$ cat src/rtl/core/bfb_pkg.sv
`timescale 1ns / 1ps
// Shared types, codes and fixed-point helpers for the ball flight and bounce stepper.
package bfb_pkg;

	localparam int FRAC_BITS_DEF   = 16;
	localparam int BOUNCE_BITS_DEF = 8;
	localparam int DT_BITS         = 16;
	localparam int REST_BITS       = 16;
	localparam int AXIS_FRAC       = 8;

	localparam logic CMD_TICK  = 1'b0;
	localparam logic CMD_START = 1'b1;

	localparam logic [2:0] CFG_DRAG    = 3'd0;
	localparam logic [2:0] CFG_LIFT    = 3'd1;
	localparam logic [2:0] CFG_WAKE    = 3'd2;
	localparam logic [2:0] CFG_GRAVITY = 3'd3;
	localparam logic [2:0] CFG_RADIUS  = 3'd4;
	localparam logic [2:0] CFG_REST    = 3'd5;
	localparam logic [2:0] CFG_FRICT   = 3'd6;
	localparam logic [2:0] CFG_AXIS    = 3'd7;

	localparam logic [30:0] GRAVITY_RST = 31'd642252;
	localparam logic [30:0] RADIUS_RST  = 31'd2425;
	localparam logic [16:0] REST_RST    = 17'd32768;

	typedef struct packed {
		logic               command;
		logic [15:0]        time_step;
		logic signed [31:0] start_pos_x;
		logic signed [31:0] start_pos_y;
		logic signed [31:0] start_pos_z;
		logic signed [31:0] start_vel_x;
		logic signed [31:0] start_vel_y;
		logic signed [31:0] start_vel_z;
	} cmd_t;

	typedef struct packed {
		logic signed [31:0] pos_x;
		logic signed [31:0] pos_y;
		logic signed [31:0] pos_z;
		logic signed [31:0] vel_x;
		logic signed [31:0] vel_y;
		logic signed [31:0] vel_z;
		logic [7:0]         bounce_count;
		logic               stopped;
		logic               flight_held;
		logic               saturated;
	} res_t;

	typedef struct packed {
		logic        ovf;
		logic [31:0] val;
	} clip_t;

	function automatic clip_t clip32(input logic [67:0] x);
		clip_t r;
		r.ovf = !((&x[67:31]) || (~|x[67:31]));
		if (r.ovf) begin
			r.val = x[67] ? 32'h8000_0000 : 32'h7FFF_FFFF;
		end else begin
			r.val = x[31:0];
		end
		return r;
	endfunction

	function automatic logic [67:0] s68(input logic [31:0] x);
		return {{36{x[31]}}, x};
	endfunction

	function automatic logic [67:0] p68(input logic [65:0] x);
		return {{2{x[65]}}, x};
	endfunction

	function automatic logic signed [32:0] s33(input logic [31:0] x);
		return {x[31], x};
	endfunction

	function automatic logic signed [32:0] a33(input logic [15:0] x);
		return {{17{x[15]}}, x};
	endfunction

endpackage

$ cat src/rtl/core/bfb_div.sv
`timescale 1ns / 1ps
// Restoring divider, 64-bit dividend by 32-bit divisor, one quotient bit per cycle.
module bfb_div import bfb_pkg::*; (
	input  logic        clk,
	input  logic        arst_n,
	input  logic        start,
	input  logic [63:0] dividend,
	input  logic [31:0] divisor,
	output logic        busy,
	output logic        done,
	output logic [31:0] quot
);

	logic [31:0] rem_q;
	logic [31:0] lo_q;
	logic [31:0] dvs_q;
	logic [4:0]  step_q;
	logic        busy_q;
	logic        done_q;
	logic [32:0] t;
	logic        ge;

	assign t  = {rem_q, lo_q[31]};
	assign ge = t >= {1'b0, dvs_q};

	always_ff @(posedge clk or negedge arst_n) begin
		if (!arst_n) begin
			rem_q  <= '0;
			lo_q   <= '0;
			dvs_q  <= '0;
			step_q <= '0;
			busy_q <= 1'b0;
			done_q <= 1'b0;
		end else begin
			done_q <= 1'b0;
			if (start) begin
				rem_q  <= dividend[63:32];
				lo_q   <= dividend[31:0];
				dvs_q  <= divisor;
				step_q <= '0;
				busy_q <= 1'b1;
			end else if (busy_q) begin
				rem_q  <= ge ? 32'(t - {1'b0, dvs_q}) : t[31:0];
				lo_q   <= {lo_q[30:0], ge};
				step_q <= step_q + 5'd1;
				if (step_q == 5'd31) begin
					busy_q <= 1'b0;
					done_q <= 1'b1;
				end
			end
		end
	end

	assign busy = busy_q;
	assign done = done_q;
	assign quot = lo_q;

endmodule

$ cat config.mk
export PLATFORM = sky130hd
export DESIGN_NAME = bfb_div
export DESIGN_NICKNAME = d
export VERILOG_FILES = /design/src/rtl/core/bfb_pkg.sv /design/src/rtl/core/bfb_div.sv
export SDC_FILE = /design/constraint.sdc
export NUM_CORES = 1
export LEC_CHECK = 0
export ABC_AREA = 1
export BUFFER_PORTS_ARGS = -buffer_cell sky130_fd_sc_hd__buf_4
export CAP_MARGIN = 20
export CORE_UTILIZATION = 45
export CTS_CLUSTER_DIAMETER = 40
export DETAILED_ROUTE_END_ITERATION = 7
export PLACE_DENSITY = 0.7
export REMOVE_ABC_BUFFERS = 1
export SYNTH_ARGS = -nofsm -noshare
export SYNTH_HDL_FRONTEND = slang
export SYNTH_SLANG_ARGS = --single-unit
$ cat constraint.sdc
create_clock -name clk -period 2.03 [get_ports clk]
set_clock_uncertainty 0.1 [all_clocks]
set_input_delay 0.203 -clock clk [delete_from_list [all_inputs] [get_ports clk]]
set_output_delay 0.203 -clock clk [all_outputs]
set_load 0.02 [all_outputs]
==> flow_summary_export.csv <==
group,metric,value,unit
outcome,outcome,"finished, violations left",
outcome,violations,"setup timing",
finish,final_common_cell,"buf_4",
placed_design,hpwl,16500,um
synth,yosysWarnings,0,
worst_setup_path,cp.required,2190,ps
worst_setup_path,cp_data_arrival_time,2420,ps
die,ioPinCount,133,
drt,drt_iter0_markers,563,
pwr,peakVddDrop,0.659,mV
timing,fin_crit_sh,111,%
finish,stdcell_area,0.0121,mm^2
global_route,grt_pass1_wl,40500,um
pwr,p_comb_share,70.8,%
drt,routed-via-count,8541,
drt,dr.pass1.iters,6,
drt,ant_nets,0,
die,die_w,127,um
clocking,cts.clk_slew.worst_paths,80,ps
clocking,clock_sinks,103,
drt,routed_wirelength,27100,um
pwr,pwr_density_cell,1350,mW/mm^2
synth,synthCells,1017,
clocking,root_buffer,"clkbuf_16",
timing,setup_ws,-232,ps
timing,relSlewSlack,67.9,%
worst_setup_path,path_max_fanout,6,
global_route,grt.overflow.total,0,
placed_design,io_buffers,132,
placed_design,placed_cell_area,0.00959,mm^2
timing,fmax,442,MHz
worst_setup_path,start_kind,"register",
finish,post_layout_nonfiller_instances,1659,
synth,post_synth.cell_area_avg,6.92,um^2
die,start_util,46.1,%
job,max_cap_viol_count,0,
drt,route.detailed.drc,0,
hold_path,hp-class,"primary input to register",
pwr,seq_power_share,17.9,%
global_route,grt_max_degree,100,
finish,diodes,0,
drt,routed_via_density,5.15,
global_route,grtUsageTotal,31.9,%
worst_setup_path,worstSetupPathType,"register to register",
synth,ys_seq_area_share,36.6,%
synth,synth_cell_types,37,
clocking,cts_buffers,9,
die,coreArea,0.0153,mm^2
clocking,htreeDepth,3,
pwr,switching_share,44.0,%
finish,areaGrowthSynthToFinish,72.0,%
clocking,clk_latency,380,ps
die,die_h,127,um
finish,final_cell_mix,"buf_4, nand2_1, inv_1, dfrtp_1, dlygate4sd3_1",
placed_design,placed_cells,1509,
timing,hold_violations,0,
placed_design,gp_congestion,0.934,
pwr,switchingPower,7.22,mW
timing,whs,1.48,ps
timing,setup_viol,33,
global_route,antenna_found_initial,0,
timing,slew_viol_final,0,
finish,layout-drive-gt1-share,38.7,%
pwr,power_leakage,6.13,nW
pwr,intPower,9.17,mW
clocking,cts_tree,"done",
synth,ys_ff_latch,103,
die,rows,45,
global_route,grt_pass1_vias,8409,
pwr,clockPowerShare,11.3,%
timing,grt_setup_unrepaired,"yes",
drt,wl_per_cell,16.3,um
timing,tightest_slew,482,ps
pwr,total_power,16.4,mW
finish,finalNetCount,1577,
worst_setup_path,cp-end-kind,"register",
timing,finalCriticalPeriod,2260,ps
die,fp.dieArea,0.0161,mm^2
clocking,clockBufferDepth,2,
synth,syn_area,0.00704,mm^2
[cells by family after synthesis]
kind of cell,synth area share [%]
DFF,36.6
adders and majority gates,6.33
buffers and inverters,10.8
xor gates and xnor gates,1.62
and+or+nand+nor,32.1
AOI/OAI and AO/OA,12.5
[metrics by stage]
stage	utilization [%]	TNS, ps	setup WS (ps)
after floorplan	-	-45440	-1110
after global placement	62.8	-7700	-319
after detailed placement	62.8	-8750	-307
after CTS	75.8	-4520	-162
after global routing	79.3	-8120	-318
final	79.3	-4950	-232
[power groups by stage]
stage | Clock (mW) | Sequential (mW) | Combinational [mW]
after floorplan | 0 | 2.86 | 4.39
after global placement | 0 | 2.77 | 8.61
after detailed placement | 0 | 2.79 | 8.66
after CTS | 1.87 | 2.88 | 10.1
after global routing | 1.95 | 2.97 | 12.5
final | 1.85 | 2.93 | 11.6
[timing repair]
item	4_1_cts	5_1_grt
setup buffers	20	15
gates cloned	1	5
resized for setup	115	93
endpoints found under the hold margin	124	0
hold buffers	93	0
pin swaps	30	31
setup endpoints to repair	33	56
[layer usage]
metal / up-vias / track usage [%] / routed length [um]
li1: 4116 / - / -
met1: 4014 / 39.8 / 11400
met2: 353 / 56.0 / 13500
met3: 58 / 5.57 / 1530
met4: 0 / 10.2 / 675
met5: - / 0 / 0
[synth_stat cells (all sizes together)]
master	instances	share of area, %
a31oi	1	0.089
nor2	65	3.8
o221ai	18	2.2
nor4	2	0.27
clkbuf	25	1.3
nor3	9	0.64
and2	1	0.089
dfrtp	103	37
ha	34	6.0
a21boi	1	0.11
o21bai	6	0.69
o21ai	49	3.5
a22oi	23	2.5
nand3b	18	1.9
nand2	357	19
a22o	2	0.25
inv	158	8.4
o211ai	10	1.1
nand3	75	5.4
xnor2	11	1.4
a21oi	30	2.1
nand4	7	0.62
buf	9	1.0
fa	1	0.28
xor2	2	0.25
[final timing paths]
kind,startpoint,end,slack (ps),cells past startpoint
setup / recovery,rem_q[30],rem_q[13],-230,14
hold / removal,dividend[51],rem_q[19],1,3
setup reg to reg,rem_q[30],rem_q[13],-230,14
hold reg to reg,step_q[2],step_q[2],420,1
max in group asynchronous,arst_n,quot[12],1000,3
min in group asynchronous,arst_n,dvs_q[10],230,2
[registers in the layout, summed over array words and instances (netlist names)]
name	cells
quot	32
dvs_q	32
busy	1
rem_q	32
step_q	5
done	1
[critical path, cell delays in order (launching register included)]
cell       delay [ps]
dfrtp_1           440
ha_4              270
inv_2              50
nor2_1             40
nand2_2           140
nor2_2             50
a21oi_2           160
nand2_2            80
nor2_4            230
nand2_8           130
clkbuf_16         190
nand2_4            60
nand3_2            60
nand2_1            90
nand2_1            50
[area by class of cell]
cell class | instances | area [um^2]
Clock buffer | 9 | 225
Clock inverter | 7 | 83.8
Fill cell | 996 | 3160
Inverter | 158 | 599
Multi-Input combinational cell | 724 | 4600
Sequential cell | 103 | 2580
Tap cell | 211 | 264
Timing Repair Buffer | 446 | 3750
Timing Repair inverter | 1 | 5.00
No activity file was read; power rests on OpenSTA's default activity.
